[src/rtl/core/sfmf_pkg.sv]
// shared types and constants of the substring first-match finder
// no dependencies; used by every module of the block
package sfmf_pkg;

   localparam int BYTE_W     = 8;
   localparam int LEN_W      = 4;
   localparam int INDEX_W    = 16;
   localparam int CFG_W      = 64;
   localparam int PAT_SLOTS  = CFG_W / BYTE_W;
   localparam int SLOT_W     = $clog2(PAT_SLOTS);
   localparam int INDEX_SPAN = 65536;
   localparam int CSR_IDX_W  = 1;

   localparam logic [CSR_IDX_W-1:0] CSR_PATTERN_BYTES  = 1'd0;
   localparam logic [CSR_IDX_W-1:0] CSR_PATTERN_LENGTH = 1'd1;

   typedef struct packed {
      logic shift;
      logic clear;
   } cell_ctl_type;

   typedef struct packed {
      logic               found;
      logic [INDEX_W-1:0] match_index;
   } result_type;

endpackage

[src/rtl/core/substring_first_match_finder_top.sv]
// result: registered in the output buffer (main or skid register) from the transfer that causes it
// throughput: one haystack byte per cycle; the cell chain compares all needle
//    bytes in the cycle of the transfer, req_tready drops only with two results held or in reset
// reset: synchronous; clears needle registers, window cells, position and buffers
// depends on sfmf_pkg, sfmf_cell, sfmf_out_buf
module substring_first_match_finder_top #(
   parameter int PATTERN_MAX = 8,
   parameter int MAX_LEN     = 65536
) (
   input  logic                               clock,
   input  logic                               reset,
   input  logic                               req_tvalid,
   output logic                               req_tready,
   input  logic [sfmf_pkg::BYTE_W-1:0]        req_tdata,   // data_byte
   input  logic                               req_tuser,   // has_byte
   input  logic                               req_tlast,   // last_byte
   output logic                               rsp_tvalid,
   input  logic                               rsp_tready,
   output logic [sfmf_pkg::INDEX_W-1:0]       rsp_tdata,   // match_index
   output logic                               rsp_tuser,   // found
   input  logic                               csr_we,
   input  logic [sfmf_pkg::CSR_IDX_W-1:0]     csr_index,
   input  logic [sfmf_pkg::CFG_W-1:0]         csr_wdata
);
   import sfmf_pkg::*;

   localparam int LIMIT  = (MAX_LEN > INDEX_SPAN) ? INDEX_SPAN : MAX_LEN;
   localparam int POS_W  = $clog2(LIMIT + 1);
   localparam int WIDE_W = (POS_W > INDEX_W) ? POS_W : INDEX_W;

   logic [CFG_W-1:0]       pattern_bytes_ff;
   logic [CFG_W-1:0]       pattern_bytes_in;
   logic [LEN_W-1:0]       pattern_length_ff;
   logic [LEN_W-1:0]       pattern_length_in;
   logic [POS_W-1:0]       pos_ff;
   logic [POS_W-1:0]       pos_in;
   logic                   reported_ff;
   logic                   reported_in;

   logic [LEN_W-1:0]       needle_len;
   logic                   accept;
   logic                   buf_ready;
   logic                   shift;
   logic [POS_W-1:0]       pos_step;
   logic                   len_zero;
   logic                   empty_hit;
   logic                   cmp_hit;
   logic                   end_miss;
   logic [WIDE_W-1:0]      diff_wide;
   logic                   res_valid;
   result_type             res;
   result_type             rsp_data;
   cell_ctl_type           ctl;
   logic [BYTE_W-1:0]      cell_byte [PATTERN_MAX];
   logic [PATTERN_MAX-1:0] cell_hit;

   assign req_tready = buf_ready && !reset;
   assign accept     = req_tvalid && req_tready;

   assign needle_len = (pattern_length_ff > LEN_W'(PATTERN_MAX)) ? LEN_W'(PATTERN_MAX)
                                                                 : pattern_length_ff;
   assign len_zero   = (needle_len == '0);
   assign shift      = accept && req_tuser && (pos_ff < POS_W'(LIMIT));
   assign pos_step   = pos_ff + POS_W'(1);
   assign diff_wide  = WIDE_W'(pos_step) - WIDE_W'(needle_len);

   assign empty_hit  = accept && !reported_ff && len_zero;
   assign cmp_hit    = shift && !reported_ff && !len_zero
                       && (pos_step >= POS_W'(needle_len)) && (&cell_hit);
   assign end_miss   = accept && req_tlast && !reported_ff && !empty_hit && !cmp_hit;
   assign res_valid  = empty_hit || cmp_hit || end_miss;

   assign res.found       = empty_hit || cmp_hit;
   assign res.match_index = cmp_hit ? diff_wide[INDEX_W-1:0] : '0;

   assign ctl.shift = shift;
   assign ctl.clear = accept && req_tlast;

   generate
      for (genvar k = 0; k < PATTERN_MAX; k++) begin : g_cell
         logic [BYTE_W-1:0] prev;
         if (k == 0) begin : g_head
            assign prev = req_tdata;
         end else begin : g_body
            assign prev = cell_byte[k-1];
         end
         sfmf_cell #(
            .CELL_IDX (k)
         ) u_cell (
            .clock         (clock),
            .reset         (reset),
            .ctl           (ctl),
            .byte_prev     (prev),
            .pattern_bytes (pattern_bytes_ff),
            .needle_len    (needle_len),
            .byte_out      (cell_byte[k]),
            .hit           (cell_hit[k])
         );
      end
   endgenerate

   always_comb begin
      pattern_bytes_in  = pattern_bytes_ff;
      pattern_length_in = pattern_length_ff;
      if (csr_we) begin
         case (csr_index)
            CSR_PATTERN_BYTES: begin
               pattern_bytes_in = csr_wdata;
            end
            CSR_PATTERN_LENGTH: begin
               pattern_length_in = csr_wdata[LEN_W-1:0];
            end
            default: begin
               pattern_bytes_in = pattern_bytes_ff;
            end
         endcase
      end
   end

   always_comb begin
      if (ctl.clear) begin
         pos_in      = '0;
         reported_in = 1'b0;
      end else begin
         pos_in      = shift ? pos_step : pos_ff;
         reported_in = reported_ff || empty_hit || cmp_hit;
      end
   end

   always_ff @(posedge clock) begin
      if (reset) begin
         pattern_bytes_ff  <= '0;
         pattern_length_ff <= '0;
         pos_ff            <= '0;
         reported_ff       <= 1'b0;
      end else begin
         pattern_bytes_ff  <= pattern_bytes_in;
         pattern_length_ff <= pattern_length_in;
         pos_ff            <= pos_in;
         reported_ff       <= reported_in;
      end
   end

   sfmf_out_buf u_out_buf (
      .clock     (clock),
      .reset     (reset),
      .in_valid  (res_valid),
      .in_ready  (buf_ready),
      .in_data   (res),
      .out_valid (rsp_tvalid),
      .out_ready (rsp_tready),
      .out_data  (rsp_data)
   );

   assign rsp_tdata = rsp_data.match_index;
   assign rsp_tuser = rsp_data.found;

endmodule

[src/rtl/core/sfmf_cell.sv]
// one window cell: holds one haystack byte and compares the incoming byte
// against its needle byte; depends on sfmf_pkg
module sfmf_cell #(
   parameter int CELL_IDX = 0
) (
   input  logic                            clock,
   input  logic                            reset,
   input  sfmf_pkg::cell_ctl_type          ctl,
   input  logic [sfmf_pkg::BYTE_W-1:0]     byte_prev,
   input  logic [sfmf_pkg::CFG_W-1:0]      pattern_bytes,
   input  logic [sfmf_pkg::LEN_W-1:0]      needle_len,
   output logic [sfmf_pkg::BYTE_W-1:0]     byte_out,
   output logic                            hit
);
   import sfmf_pkg::*;

   logic [BYTE_W-1:0] byte_ff;
   logic [BYTE_W-1:0] byte_in;
   logic              active;
   logic [LEN_W-1:0]  slot_wide;
   logic [SLOT_W-1:0] slot;
   logic [BYTE_W-1:0] want;

   // cell k compares against needle byte len-1-k
   assign active    = LEN_W'(CELL_IDX) < needle_len;
   assign slot_wide = needle_len - LEN_W'(CELL_IDX) - LEN_W'(1);
   assign slot      = slot_wide[SLOT_W-1:0];
   assign want      = pattern_bytes[slot*BYTE_W +: BYTE_W];
   assign hit       = !active || (byte_prev == want);
   assign byte_out  = byte_ff;

   always_comb begin
      if (ctl.clear) begin
         byte_in = '0;
      end else if (ctl.shift) begin
         byte_in = byte_prev;
      end else begin
         byte_in = byte_ff;
      end
   end

   always_ff @(posedge clock) begin
      if (reset) begin
         byte_ff <= '0;
      end else begin
         byte_ff <= byte_in;
      end
   end

endmodule

[src/rtl/core/sfmf_out_buf.sv]
// result register with skid stage between finder and result stream
// depends on sfmf_pkg
module sfmf_out_buf (
   input  logic                 clock,
   input  logic                 reset,
   input  logic                 in_valid,
   output logic                 in_ready,
   input  sfmf_pkg::result_type in_data,
   output logic                 out_valid,
   input  logic                 out_ready,
   output sfmf_pkg::result_type out_data
);
   import sfmf_pkg::*;

   logic       main_valid_ff;
   logic       main_valid_in;
   logic       skid_valid_ff;
   logic       skid_valid_in;
   result_type main_data_ff;
   result_type main_data_in;
   result_type skid_data_ff;
   result_type skid_data_in;
   logic       pop;

   assign pop       = main_valid_ff && out_ready;
   assign in_ready  = !skid_valid_ff;
   assign out_valid = main_valid_ff;
   assign out_data  = main_data_ff;

   always_comb begin
      main_valid_in = main_valid_ff;
      skid_valid_in = skid_valid_ff;
      main_data_in  = main_data_ff;
      skid_data_in  = skid_data_ff;
      if (skid_valid_ff) begin
         if (pop) begin
            main_data_in  = skid_data_ff;
            skid_valid_in = 1'b0;
         end
      end else if (in_valid) begin
         if (main_valid_ff && !out_ready) begin
            skid_valid_in = 1'b1;
            skid_data_in  = in_data;
         end else begin
            main_valid_in = 1'b1;
            main_data_in  = in_data;
         end
      end else if (pop) begin
         main_valid_in = 1'b0;
      end
   end

   always_ff @(posedge clock) begin
      if (reset) begin
         main_valid_ff <= 1'b0;
         skid_valid_ff <= 1'b0;
      end else begin
         main_valid_ff <= main_valid_in;
         skid_valid_ff <= skid_valid_in;
      end
      main_data_ff <= main_data_in;
      skid_data_ff <= skid_data_in;
   end

endmodule

[config.mk]
export PLATFORM = sky130hd
export DESIGN_NAME = substring_first_match_finder_top
export DESIGN_NICKNAME = d
export VERILOG_FILES = /design/src/rtl/core/sfmf_pkg.sv /design/src/rtl/core/substring_first_match_finder_top.sv /design/src/rtl/core/sfmf_cell.sv /design/src/rtl/core/sfmf_out_buf.sv
export SDC_FILE = /design/constraint.sdc
export NUM_CORES = 1
export LEC_CHECK = 0
export ABC_AREA = 1
export ABC_CLOCK_PERIOD_IN_PS = 4700
export BUFFER_PORTS_ARGS = -buffer_cell sky130_fd_sc_hd__buf_4
export CAP_MARGIN = 20
export CORE_MARGIN = 2
export CORE_UTILIZATION = 30
export CTS_BUF_LIST = sky130_fd_sc_hd__clkbuf_2 sky130_fd_sc_hd__clkbuf_4 sky130_fd_sc_hd__clkbuf_8
export DETAILED_ROUTE_END_ITERATION = 12
export PLACE_DENSITY = 0.47
export RECOVER_POWER = 25
export SYNTH_ARGS = -nofsm -noshare
export SYNTH_HDL_FRONTEND = slang
export SYNTH_SLANG_ARGS = --single-unit
[constraint.sdc]
create_clock -name clock -period 4.7 [get_ports clock]
set_input_delay 0.705 -clock clock [delete_from_list [all_inputs] [get_ports clock]]
set_output_delay 0.705 -clock clock [all_outputs]
set_load 0.05 [all_outputs]
==> results_dict.tcl <==
set metrics [dict create \
    dr.pass1.iters 7 \
    hold_path_depth 3 \
    cp_common_cell "nand2_1" \
    tritoncts "yes" \
    hold_class "in -> reg" \
    clock_sinks 178 \
    clockRootBuffer "clkbuf_8" \
    grt_pass1_vias 10900 \
    fmax_mhz 239 \
    synth_area_um2 11100 \
    synth-edff-count 34 \
    cp-start-kind "flop" \
    ys_types 34 \
    yosys_warnings 0 \
    grt.busiest_layer "met2" \
    worst_pin_slew_ps 2310 \
    vias_per_cell 5.01 \
    dp_hpwl_um 33700 \
    htreeDepth 4 \
    cp_slowest_cell "dfxtp_1" \
    nets 1925 \
    synth_cells 1786 \
    period_needed_ps 4180 \
    met2_usage 0.361 \
    gp_congestion 0.946 \
    core_um2 36500 \
    initial_utilization 0.304 \
    ir_drop_v 0.000187 \
    hold_viol_final 0 \
    fin_ws_ps 517 \
    ctsResizeCount 0 \
    met1_usage 0.307 \
    ys_ff_latch 178 \
    antennaDiodeCount 0 \
    io_pins 99 \
    maxSlewHeadroom -0.542 \
    clk_pin_slew_ps 90 \
    place_ws_ps 569 \
    via_count 11600 \
    path_max_fanout 32 \
    clockBufferDepth 2 \
    rsz0062_at_grt "false" \
    finalSetupTns_ps 0 \
    synthFlopType "dfxtp_1" \
    finalClockSkew_ps 21.8 \
    synthTopCellsByArea "dfxtp_1, nand2_1, edfxtp_1, nand3_1, o21ai_0" \
    area_growth_pct 12.9 \
    cp.arrival_ps 4390 \
    grtUsageMet3 0.0347 \
    yosysSeqAreaShare 0.352 \
    cts_setup_buffers 0 \
    drive_gt1_frac 0.0886 \
    avgSynthCellArea_um2 6.22 \
    dieArea_um2 38600 \
    grt-ovfl-total 0 \
    status "finished, violations left" \
    required_ps 4910 \
    die_w_um 196 \
    dr.first_iter.drc_count 926 \
    grt_start_max_net_pins 107 \
    grt_pass1_wl_um 65100 \
    io_buffers 98 \
    violations "max-capacitance violations, max-slew violations" \
    synth_area_leader_cell "dfxtp_1" \
    path_cells "inv_2, nand2_4, ha_1, inv_1, nand2_2, inv_2, nand2_1, nand2_1, nand2_1, nand2_1, nand2_1, nand2_1, nand2_1, nor2_1, nand2_1, nand2_1, nand2_1, nor2_1, nand3_1, nand3_1, o21ai_0, o21ai_1, buf_4" \
    drv_slew 68 \
    numCtsBuffers 17 \
    wl_per_cell_um 18.3 \
    grtUsageTotal 0.226 \
    final.period_utilization 0.890 \
    worstRegToRegCells 23 \
    drc 0 \
    ant_nets 0 \
    crit_path_end_kind "flop" \
    max_cap_violations 1 \
    slowest_delay_ps 370 \
    async_reset_ff_frac 0 \
    power_density_nw_per_um2 320 \
    nFillCells 4099 \
    leakagePower_nw 5.78 \
    synth_nets 1872 \
    critPathKind "reg -> reg" \
    clk-insertion-delay-late_ps 520 \
    finalSetupViolations 0 \
    cts_hold_buf 0 \
    wl_um 42400 \
    antenna_found_initial 1 \
    num_rows 70 \
    netlist.area_leader.share 0.260 \
    die_h_um 196 \
]
==> metrics by stage <==
stage | power [mW] | cells | cell area, um2 | hold WS, ps | util
after CTS | 4.06 | 2320 | 12600 | 356 | 0.346
after detailed placement | 2.94 | 2288 | 12200 | 465 | 0.335
after global placement | 2.94 | 2288 | 12200 | 460 | 0.335
after global routing | 4.27 | 2320 | 12500 | 392 | 0.343
final | 4.01 | 2320 | 12500 | 422 | 0.343
after floorplan | 2.52 | 1786 | 11100 | 439 | -
==> synth_stat cells, types with 12 or more instances <==
cell type / count
nand2_1: 588
nand3_1: 201
inv_1: 189
o21ai_0: 184
dfxtp_1: 144
a21oi_1: 135
nor2_1: 82
clkbuf_1: 51
o21ai_1: 49
edfxtp_1: 34
xor2_1: 25
buf_2: 22
inv_2: 12
==> critical path: cells and delay by family, from the launching register on <==
| family | cells | cell delay, ps |
|---|---|---|
| adder cells (fa/ha/maj) | 1 | 270 |
| AO/OA/AOI/OAI | 2 | 170 |
| flip-flops | 1 | 370 |
| AND/OR/NAND/NOR | 16 | 1980 |
| buffers and inverters | 4 | 1060 |
==> cells by family after synthesis <==
family	Yosys count	synth area share
xor gates and xnor gates	30	0.0253
DFF	178	0.352
buffers and inverters	295	0.109
AOI/OAI and AO/OA	376	0.171
adders and majority gates	6	0.00744
and+or+nand+nor	901	0.336
==> worst paths after layout <==
| kind | from | to | slack (ps) |
|---|---|---|---|
| worst max-delay path | pattern_length_ff[3]$_SDFFE_PP0P_ | u_out_buf.out_data[0]$_DFFE_PP_ | 520 |
| worst min register to register | pattern_bytes_ff[29]$_SDFFE_PP0P_ | pattern_bytes_ff[29]$_SDFFE_PP0P_ | 480 |
| worst max register to register | pattern_length_ff[3]$_SDFFE_PP0P_ | u_out_buf.out_data[0]$_DFFE_PP_ | 520 |
| worst min-delay path | csr_wdata[8] | pattern_bytes_ff[8]$_SDFFE_PP0P_ | 420 |
==> flip-flops by register name, summed over array words and instances (netlist names) <==
signal                   flops
pattern_bytes_ff            64
g_cell.u_cell.byte_out      56
pos_ff                      17
u_out_buf.out_data          17
u_out_buf.skid_data_ff      17
pattern_length_ff            4
reported_ff                  1
u_out_buf.out_valid          1
u_out_buf.skid_valid_ff      1
==> cell type report <==
class | count | area (um2) | area share
multi-input combinational | 1313 | 6010 | 0.479
clock buffer | 19 | 255 | 0.0204
sequential | 178 | 3900 | 0.311
tap | 468 | 586 | 0.0467
clock inverter | 13 | 141 | 0.0113
timing repair buffer | 127 | 885 | 0.0705
inverter | 202 | 759 | 0.0606
==> routing by layer <==
metal  vias up  wire length [um]
li1       5868                 -
met1      5361             19700
met2       334             18800
met3        57              2470
met4         0              1420
met5         -                 0
==> report_power, final <==
| group | switching (mW) | internal [mW] |
|---|---|---|
| sequential | 0.0607 | 1.64 |
| clock | 0.654 | 0.460 |
| combinational | 0.839 | 0.361 |
| total | 1.55 | 2.46 |
==> placed cells by master (no fill, tap or decap), types with 3 or more instances in the layout <==
cell,instances
a21oi_1,134
buf_4,103
clkbuf_1,21
clkbuf_8,18
clkinv_4,3
dfxtp_1,144
edfxtp_1,34
ha_1,5
inv_1,188
inv_2,13
inv_6,5
inv_8,3
nand2_1,588
nand3_1,201
nand3b_1,7
nand4_1,9
nor2_1,82
nor3_1,4
o211ai_1,3
o21ai_0,183
o21ai_1,50
o21bai_1,3
xnor2_1,4
xor2_1,25
(Power assumes the default switching activity.)
